===== config.mk =====
export PLATFORM = sky130hd
export DESIGN_NAME = nal_start_code_scanner_core
export DESIGN_NICKNAME = d
export VERILOG_FILES = /design/src/sv/nalsc_pkg.sv /design/src/sv/nalsc_tracker.sv /design/src/sv/nal_start_code_scanner_core.sv
export SDC_FILE = /design/constraint.sdc
export NUM_CORES = 1
export LEC_CHECK = 0
export BUFFER_PORTS_ARGS = -buffer_cell sky130_fd_sc_hd__buf_2
export CAP_MARGIN = 10
export CORE_MARGIN = 2
export CORE_UTILIZATION = 54
export CTS_CLUSTER_SIZE = 16
export DETAILED_ROUTE_END_ITERATION = 8
export PLACE_DENSITY = 0.77
export SLEW_MARGIN = 10
export SYNTH_ARGS = -nofsm -noshare
export SYNTH_HDL_FRONTEND = slang
export SYNTH_SLANG_ARGS = --single-unit

===== constraint.sdc =====
create_clock -name clk_i -period 3.4 [get_ports clk_i]
set_input_delay 0.17 -clock clk_i [delete_from_list [all_inputs] [get_ports clk_i]]
set_output_delay 0.17 -clock clk_i [all_outputs]
set_load 0.1 [all_outputs]

===== src/sv/nalsc_pkg.sv =====
`timescale 1ns / 1ps
// ----------------------------------------------------------------------------
// nalsc_pkg
// Shared types and constants of the NAL start code scanner.
// ----------------------------------------------------------------------------
package nalsc_pkg;

  localparam int unsigned OUT_W    = 32;
  localparam int unsigned TYPE_W   = 5;
  localparam int unsigned BYTE_W   = 8;
  localparam int unsigned HIST_W   = 4 * BYTE_W;
  localparam int unsigned RES_W    = TYPE_W + 3 * OUT_W;
  localparam int unsigned TDATA_W  = ((RES_W + 7) / 8) * 8;
  localparam int unsigned PAD_W    = TDATA_W - RES_W;

  localparam logic [HIST_W-1:0] START_CODE = 32'h0000_0001;
  localparam logic [HIST_W-1:0] HIST_RESET = 32'hFFFF_FFFF;
  localparam logic [OUT_W-1:0]  OUT_MAX    = 32'hFFFF_FFFF;
  localparam logic [2:0]        CODE_LEN   = 3'd4;

  typedef struct packed {
    logic              prev_valid;
    logic [OUT_W-1:0]  prev_size;
    logic [OUT_W-1:0]  nal_index;
    logic [OUT_W-1:0]  nal_offset;
    logic [TYPE_W-1:0] nal_type;
  } nalsc_res_t;

endpackage


===== src/sv/nalsc_tracker.sv =====
`timescale 1ns / 1ps
// ----------------------------------------------------------------------------
// nalsc_tracker
// Four-byte window match plus position, unit count and previous-unit state.
// ----------------------------------------------------------------------------
module nalsc_tracker import nalsc_pkg::*; #(
  parameter int unsigned POS_BITS = 32
) (
  input  logic              clk_i,
  input  logic              rst_ni,
  input  logic              accept_i,
  input  logic [BYTE_W-1:0] data_byte_i,
  input  logic              last_byte_i,
  output logic              hit_o,
  output nalsc_res_t        res_o
);

  localparam int unsigned EXT_W = (POS_BITS + 1 > OUT_W + 1) ? POS_BITS + 1 : OUT_W + 1;

  logic [HIST_W-1:0]   hist_q, hist_d;
  logic [POS_BITS-1:0] pos_q, pos_d;
  logic [POS_BITS:0]   lus4_q, lus4_d;   // previous header position + 4
  logic                have_q, have_d;
  logic [OUT_W-1:0]    units_q, units_d;

  logic [POS_BITS:0] pos_x;
  logic [POS_BITS:0] diff;
  logic [EXT_W-1:0]  diff_ext;
  logic [EXT_W-1:0]  pos_ext;
  logic              diff_ge;

  assign hit_o = (hist_q == START_CODE);

  assign pos_x    = {1'b0, pos_q};
  assign diff_ge  = (pos_x >= lus4_q);
  assign diff     = pos_x - lus4_q;
  assign diff_ext = EXT_W'(diff);
  assign pos_ext  = EXT_W'(pos_q);

  always_comb begin
    res_o.nal_type   = data_byte_i[TYPE_W-1:0];
    res_o.nal_offset = (pos_ext > EXT_W'(OUT_MAX)) ? OUT_MAX : pos_ext[OUT_W-1:0];
    res_o.nal_index  = units_q;
    res_o.prev_valid = have_q;
    if (!have_q || !diff_ge) begin
      res_o.prev_size = '0;
    end else if (diff_ext > EXT_W'(OUT_MAX)) begin
      res_o.prev_size = OUT_MAX;
    end else begin
      res_o.prev_size = diff_ext[OUT_W-1:0];
    end
  end

  always_comb begin
    hist_d  = {hist_q[HIST_W-BYTE_W-1:0], data_byte_i};
    pos_d   = (&pos_q) ? pos_q : pos_q + POS_BITS'(1);
    lus4_d  = lus4_q;
    have_d  = have_q;
    units_d = units_q;
    if (hit_o) begin
      lus4_d  = pos_x + (POS_BITS + 1)'(CODE_LEN);
      have_d  = 1'b1;
      units_d = (&units_q) ? units_q : units_q + OUT_W'(1);
    end
    // end of buffer: back to reset state
    if (last_byte_i) begin
      hist_d  = HIST_RESET;
      pos_d   = '0;
      lus4_d  = (POS_BITS + 1)'(CODE_LEN);
      have_d  = 1'b0;
      units_d = '0;
    end
  end

  always_ff @(posedge clk_i or negedge rst_ni) begin
    if (!rst_ni) begin
      hist_q  <= HIST_RESET;
      pos_q   <= '0;
      lus4_q  <= (POS_BITS + 1)'(CODE_LEN);
      have_q  <= 1'b0;
      units_q <= '0;
    end else if (accept_i) begin
      hist_q  <= hist_d;
      pos_q   <= pos_d;
      lus4_q  <= lus4_d;
      have_q  <= have_d;
      units_q <= units_d;
    end
  end

endmodule


===== src/sv/nal_start_code_scanner_core.sv =====
`timescale 1ns / 1ps
// ----------------------------------------------------------------------------
// nal_start_code_scanner_core
// Annex B start code scanner: reports each NAL unit's type, offset, index
// and the size of the unit before it.
// ----------------------------------------------------------------------------
// The result is registered and appears in the cycle after its header byte is accepted.
// Throughput: one byte per cycle; set by the single output register, which
//   stalls input only while it holds a result the sink has not taken.
// Reset: asynchronous, active low; clears the byte window, position, unit
//   count and output valid. tlast on an accepted byte clears all but output valid.
// ----------------------------------------------------------------------------
module nal_start_code_scanner_core import nalsc_pkg::*; #(
  parameter int unsigned POS_BITS = 32
) (
  input  logic               clk_i,
  input  logic               rst_ni,
  // input byte stream
  input  logic               s_axis_tvalid_i,
  output logic               s_axis_tready_o,
  input  logic [7:0]         s_axis_tdata_i,   // [7:0] data_byte
  input  logic               s_axis_tlast_i,   // last_byte
  // unit reports
  output logic               m_axis_tvalid_o,
  input  logic               m_axis_tready_i,
  // [4:0] nal_type, [36:5] nal_offset, [68:37] nal_index,
  // [100:69] prev_size, [103:101] zero
  output logic [TDATA_W-1:0] m_axis_tdata_o,
  output logic               m_axis_tuser_o    // prev_valid
);

  logic       in_acc;
  logic       hit;
  nalsc_res_t res;

  logic       out_valid_q;
  nalsc_res_t res_q;

  // Input is taken whenever the output register is free or being drained
  // in the same cycle; a waiting result blocks input only while the sink stalls.
  assign s_axis_tready_o = !out_valid_q || m_axis_tready_i;
  assign in_acc          = s_axis_tvalid_i && s_axis_tready_o;

  // Window compare and all per-stream counters live in the tracker.
  nalsc_tracker #(
    .POS_BITS (POS_BITS)
  ) u_tracker (
    .clk_i       (clk_i),
    .rst_ni      (rst_ni),
    .accept_i    (in_acc),
    .data_byte_i (s_axis_tdata_i),
    .last_byte_i (s_axis_tlast_i),
    .hit_o       (hit),
    .res_o       (res)
  );

  // Result register: loaded when the byte after a start code is taken,
  // released when the sink accepts the transaction.
  always_ff @(posedge clk_i or negedge rst_ni) begin
    if (!rst_ni) begin
      out_valid_q <= 1'b0;
    end else if (in_acc && hit) begin
      out_valid_q <= 1'b1;
    end else if (m_axis_tready_i) begin
      out_valid_q <= 1'b0;
    end
  end

  // payload needs no reset
  always_ff @(posedge clk_i) begin
    if (in_acc && hit) begin
      res_q <= res;
    end
  end

  assign m_axis_tvalid_o = out_valid_q;
  assign m_axis_tdata_o  = {{PAD_W{1'b0}}, res_q.prev_size, res_q.nal_index,
                            res_q.nal_offset, res_q.nal_type};
  assign m_axis_tuser_o  = res_q.prev_valid;

endmodule


### Word level (Yosys, flattened, before mapping)

Index checks and enable logic that the tools add are counted.

| storage, ports and cells | value |
|---|---|
| flip-flop bits (word level) | 233 |
| memory bits (writable) | 0 |
| memories kept | 0 |
| logic and storage cells | 48 |
| bits in latches | 0 |
| bits in read-only memories | 0 |
| input port bits | 13 |
| output and inout port bits | 107 |

| cells by class | value |
|---|---|
| divide/modulo/power cells | 0 |
| multiplexer cells | 13 |
| bitwise gates (word level) | 0 |
| reductions and logical operators | 14 |
| $add $sub $neg | 4 |
| $mul | 0 |
| magnitude comparators | 3 |
| shift-type cells | 0 |
| eq/ne operators | 3 |

Operators with widths:

| operator | number |
|---|---|
| $mux W32 | 7 |
| $mux W33 | 2 |
| $add A32 B1 Y32 const B | 2 |
| $reduce_and A32 Y1 | 2 |
| $add A32 B3 Y33 const B | 1 |
| $ge A32 B33 Y1 | 1 |
| $gt A33 B32 Y1 const B | 1 |
| $sub A32 B33 Y33 | 1 |
| $eq A32 B1 Y1 const B | 1 |
| $gt A32 B32 Y1 const B | 1 |
| $mux W1 | 4 |
| $ne A2 B2 Y1 const B | 2 |
| $reduce_and A2 Y1 | 2 |
| $reduce_bool A2 Y1 | 2 |
| $logic_not A1 Y1 | 3 |
| $reduce_and A3 Y1 | 1 |
| $logic_and A1 B1 Y1 | 2 |
| $logic_or A1 B1 Y1 | 2 |

### Logic depth before layout (Yosys ltp)

| depth | value |
|---|---|
| word-level depth | 5 |
| depth in mapped cells | 13 |
| gate-level depth less buffers | 12 |

### Cells and area by module

Synthesis repeated with hierarchy kept, for this count alone.

| second synthesis, totals | value |
|---|---|
| cells, all modules | 1,149 |
| area, all modules | 11,616.1 um^2 |

Modules (own cells, without submodules):

| module | sequential area each (um^2) | cells an instance | instances | area each (um^2) |
|---|---|---|---|---|
| nalsc_tracker | 3,294.4 | 1,037 | 1 | 8,458.1 |
| nal_start_code_scanner_core | 3,088.0 | 112 | 1 | 3,158.0 |

### Least setup slack after synthesis

Ideal clock, no wire load.

| timing path | value |
|---|---|
| path kind | reg2reg |
| from | register out_valid_q (netlist: m_axis_tvalid_o) |
| to | register u_tracker.units_q[31] |
| data arrival time | 4.146 ns |
| slack | -0.868 ns |
| stages on the path, launching flop included | 11 |
| required time | 3.279 ns |
| period minus slack after synthesis | 4.268 ns |
| library setup time | 0.121 ns |
| path buffers | 2 |
| cells stage by stage | dfrtp_1 -> nand2b_2 -> and2_1 -> buf_4 -> and4_1 -> buf_2 -> o21ai_2 -> nor3_1 -> nand4_1 -> xor2_1 -> nor2_1 |

| between the ends | value |
|---|---|
| cells in the longest elaborated chain, start to end | 4 |

RTL lines:

| what | RTL line | source |
|---|---|---|
| from (decl) | nal_start_code_scanner_core.sv:36 | `logic out_valid_q;` |
| from (signal assigned) | nal_start_code_scanner_core.sv:61 | `out_valid_q <= 1'b0;` |
| from (signal assigned) | nal_start_code_scanner_core.sv:63 | `out_valid_q <= 1'b1;` |
| from (signal assigned) | nal_start_code_scanner_core.sv:65 | `out_valid_q <= 1'b0;` |
| $logic_not A1 Y1 | nal_start_code_scanner_core.sv:41 | `assign s_axis_tready_o = !out_valid_q \|\| m_axis_tready_i;` |
| $logic_or A1 B1 Y1 | nal_start_code_scanner_core.sv:41 |  |
| named net s_axis_tready_o | nal_start_code_scanner_core.sv:20 | `output logic s_axis_tready_o,` |
| $logic_and A1 B1 Y1 | nal_start_code_scanner_core.sv:42 | `assign in_acc = s_axis_tvalid_i && s_axis_tready_o;` |
| $reduce_and A3 Y1 (no source line) | n/a |  |
| to (signal assigned) | nalsc_tracker.sv:87 | `units_q <= units_d;` |
| to (decl) | nalsc_tracker.sv:24 | `logic [OUT_W-1:0] units_q, units_d;` |

The timed path passes the listed nets, and every way through them passes these cells.
A chain may end at the register's enable or synchronous reset.

### Worst setup path after layout

| timing path | value |
|---|---|
| from | register u_tracker.pos_q[0] |
| to | register res_q (netlist bit m_axis_tdata_o[100]) (data pin) |

| between the ends | value |
|---|---|
| cells in the longest elaborated chain, start to end | 3 |
| elaborated cells on any way between the ends | 6 |
| those cells by class | add/sub: 1; order compare: 2; mux: 1; reduce/logical: 2 |

RTL lines:

| what | RTL line | source |
|---|---|---|
| from (decl) | nalsc_tracker.sv:21 | `logic [POS_BITS-1:0] pos_q, pos_d;` |
| from (signal assigned) | nalsc_tracker.sv:84 | `pos_q <= pos_d;` |
| $sub A32 B33 Y33 / $ge A32 B33 Y1 (equally long branches) | nalsc_tracker.sv:36, nalsc_tracker.sv:35 |  |
| $gt A33 B32 Y1 / $logic_not A1 Y1 (equally long branches) | nalsc_tracker.sv:47, nalsc_tracker.sv:45 |  |
| $mux W32 / $logic_or A1 B1 Y1 (equally long branches) | nalsc_tracker.sv:47, nalsc_tracker.sv:45 |  |
| to (signal assigned) | nal_start_code_scanner_core.sv:72 | `res_q <= res;` |
| to (decl) | nal_start_code_scanner_core.sv:37 | `nalsc_res_t res_q;` |

Several ways; a longest one is shown, not always the timed one.

==> results by group <==
Outcome
  – Status: finished clean

Global route
  – First-pass GRT wire length: 40,500 µm
  – GRT Overall Usage: 22.6%
  – Total global routing overflow: 0
  – Vias in the first global route: 7,911
  – Antenna violations before repair: 0
  – Largest net degree at the start of global routing: 98

Power
  – Max VDD drop: 0.000396 V
  – Pwr dens: 452 nW/µm²
  – LEAKAGE: 5.43 nW
  – Design Power: 6.08 mW

STA
  – Final Cycle Share: 93.0%
  – Slew @ Worst Pin: 0.730 ns
  – Final setup violation count: 0
  – Max_slew headroom: 51.3%
  – Fin. Hold Viols: 0
  – Tmin final: 3.16 ns
  – Fmax achieved: 316 MHz
  – Hold WS: 0.145 ns
  – Setup TNS: 0 ns
  – Final Skew: 0.0142 ns
  – Slew Limit Fails: 0
  – Worst setup margin: 0.240 ns
  – RSZ-0062 raised after global routing: no

Setup path
  – CP required: 3.65 ns
  – Critical path arrival: 3.41 ns
  – R2R Path Start: u_tracker.pos_q[0]
  – Setup crit end kind: flip-flop
  – Startpoint types: flip-flop
  – CP Class: flip-flop to flip-flop
  – Reg2reg path depth: 13
  – Worst reg2reg path endpoint: m_axis_tdata_o[100]
  – Critical path fanouts, max: 28
  – Reg2Reg Setup Slack: 0.24 ns

Placement
  – Pre-CTS WS: 0.103 ns
  – Area post-placement: 12,500 µm²
  – Port bufs: 116
  – HPWL after DPL: 17,200 µm
  – GP Congestion: 0.929

Synth
  – Post-synth EDFFs: 102
  – Post-Syn Area per Cell: 10.7 µm²
  – Synth top area share: 26.6%
  – Flip-flop and latch count after synthesis: 233
  – Top FF cell, synth: edfxtp_1
  – Sequential area share after synthesis: 55.4%
  – Cells after Synth: 1,079
  – Ranking of synthesized cells by area: edfxtp_1, dfrtp_1, dfstp_2, nand2_1, xnor2_1
  – Cell taking the most area after synthesis: edfxtp_1
  – Total number of yosys warnings: 0
  – Yosys cell types: 79
  – Area of the mapped netlist: 11,500 µm²
  – Ys async rst share: 56.2%

Routing
  – Metal2 WL: 11,700 µm
  – Pre-antenna DRT Iters: 5
  – Routed WL per cell: 16.5 µm
  – Detailed Route Iter0 Violations: 539
  – DRC Markers: 0
  – Routed met1 length: 11,400 µm
  – WL met3: 1550 µm
  – DRT antenna net count: 0
  – Highest metal used: met4
  – Post-Route WL: 25,000 µm
  – Vias: 8,346
  – Avg Vias per Cell: 5.51

Floorplanning
  – Cell row count: 53
  – Initial Util: 54.8%
  – IO Pins: 120
  – Die boundary width: 150 µm
  – Die Ht: 150 µm
  – Core Box Area: 21,000 µm²
  – Die area: 22,500 µm²

Finish
  – Fin area: 13,400 µm²
  – Share of cells above drive strength 1: 21.3%
  – Synth-to-Final Area Change: 16.5%
  – # diodes: 0
  – Fillers: 1,680
  – Fin nets: 1,271
  – Most frequent cells in the layout: nand2_1, buf_2, edfxtp_1
  – Leading cell type in the layout, fill and taps excluded: nand2_1

CTS
  – Worst-skew pair later-pin latency: 0.52 ns
  – TritonCTS buffer count: 24
  – Root buffer cell: clkbuf_16
  – Clk pin slew, worst setup/hold paths: 0.07 ns
  – CTS HTree Levels: 1
  – Clock buffer depth: 3
  – Postcts setup bufs: 0
  – CTS tree: yes
  – Sink Count: 233

Worst hold path
  – Hold Path Class: input port to async pin

Job
  – Number of max-cap violations: 0
==> final cells by class <==
cell class / count / area, µm² / area share, %
Clock inverter: 8 / 70.1 / 0.522
Timing Repair Buffer: 163 / 986 / 7.34
Sequential cell: 233 / 6380 / 47.5
Inverter: 45 / 169 / 1.26
Clock buffer: 36 / 759 / 5.65
Tap cell: 275 / 344 / 2.56
Multi-Input combinational cell: 755 / 4720 / 35.2
==> flip-flops by register name (all words and copies together), names as in the netlist <==
signal and cells:
u_tracker.hist_q 32, m_axis_tvalid_o 1, u_tracker.have_q 1, u_tracker.lus4_q 33, u_tracker.units_q 32, m_axis_tdata_o 101
m_axis_tuser_o 1, u_tracker.pos_q 32
==> worst max-delay path, cell delays in order, from the launching register on <==
cell and delay [ns]:
dfrtp_1 0.41, inv_1 0.09, ha_1 0.21, fa_1 0.40, nor2b_1 0.17, o31a_1 0.18
o21ai_1 0.10, nand4_1 0.13, nand2_1 0.15, o31ai_2 0.33, a21o_2 0.25, xor2_4 0.18
buf_12 0.18, a21boi_0 0.10
==> metal layers <==
| layer | vias to the layer above | GRT usage, % |
|---|---|---|
| met5 | - | 0 |
| met4 | 0 | 5.66 |
| met3 | 29 | 3.67 |
| met2 | 261 | 36.8 |
| met1 | 4014 | 31.9 |
| li1 | 4042 | - |
==> what timing repair did <==
action / 4_1_cts / 5_1_grt
endpoints found under the hold margin: 48 / 0
resized for setup: 0 / 1
hold buffers: 10 / 0
endpoints found under the setup margin: 0 / 32
==> cell usage after synthesis, types with 3 or more instances <==
| cell type | number |
|---|---|
| dfrtp_1 | 98 |
| inv_1 | 45 |
| or3_1 | 12 |
| ha_1 | 35 |
| a31oi_1 | 7 |
| o21a_1 | 6 |
| and4_1 | 4 |
| nand3_1 | 27 |
| buf_6 | 5 |
| buf_2 | 12 |
| nand2b_1 | 5 |
| and3_2 | 3 |
| clkbuf_8 | 3 |
| buf_4 | 5 |
| and2_1 | 4 |
| nand2_1 | 158 |
| dfstp_2 | 33 |
| a21oi_1 | 38 |
| o21ai_2 | 3 |
| nor3_1 | 9 |
| xnor2_1 | 54 |
| nor4_1 | 11 |
| edfxtp_1 | 102 |
| o21ai_0 | 87 |
| a21boi_1 | 24 |
| clkbuf_1 | 22 |
| or2_2 | 3 |
| nor2b_1 | 6 |
| nor2_1 | 90 |
| o21bai_1 | 6 |
| and3_1 | 16 |
| xor2_1 | 52 |
| nand4_1 | 17 |
| a21o_1 | 19 |
==> power breakdown <==
group	internal [mW]	switching [mW]
registers	3.00	0.0378
logic	0.124	0.228
clock network	1.62	1.07
==> worst max path at each step <==
stage	from	cells past startpoint	to	slack (ns)
2_1_floorplan	m_axis_tvalid_o	10	u_tracker.units_q[31]	0.07
3_3_place_gp	u_tracker.lus4_q[7]	10	m_axis_tdata_o[69]	0.23
3_5_place_dp	u_tracker.lus4_q[11]	10	m_axis_tdata_o[76]	0.10
4_1_cts	u_tracker.lus4_q[12]	10	m_axis_tdata_o[76]	0.10
5_1_grt	u_tracker.pos_q[0]	13	m_axis_tdata_o[100]	0.01
6_report	u_tracker.pos_q[0]	13	m_axis_tdata_o[100]	0.24
==> cells by family (layout without fill, tap and decap cells) <==
logic type,count (synthesis),count (layout),synth area share (%)
AND/OR/NAND/NOR,385,385,15.9
adder cells (fa/ha/maj),36,36,3.97
flip-flops,233,233,55.4
other,1,3,0.0325
multiplexers,2,2,0.184
buffers and inverters,93,252,3.92
AO/OA/AOI/OAI,222,222,12.3
XOR/XNOR,107,107,8.29
==> per-stage QoR <==
stage | utilization [%] | cells
after global routing | 63.9 | 1515
after global placement | 59.4 | 1461
after CTS | 63.9 | 1515
after detailed placement | 59.4 | 1461
after floorplan | - | 1081
final | 63.9 | 1515
Note: power is estimated with default switching activity, not from simulation.
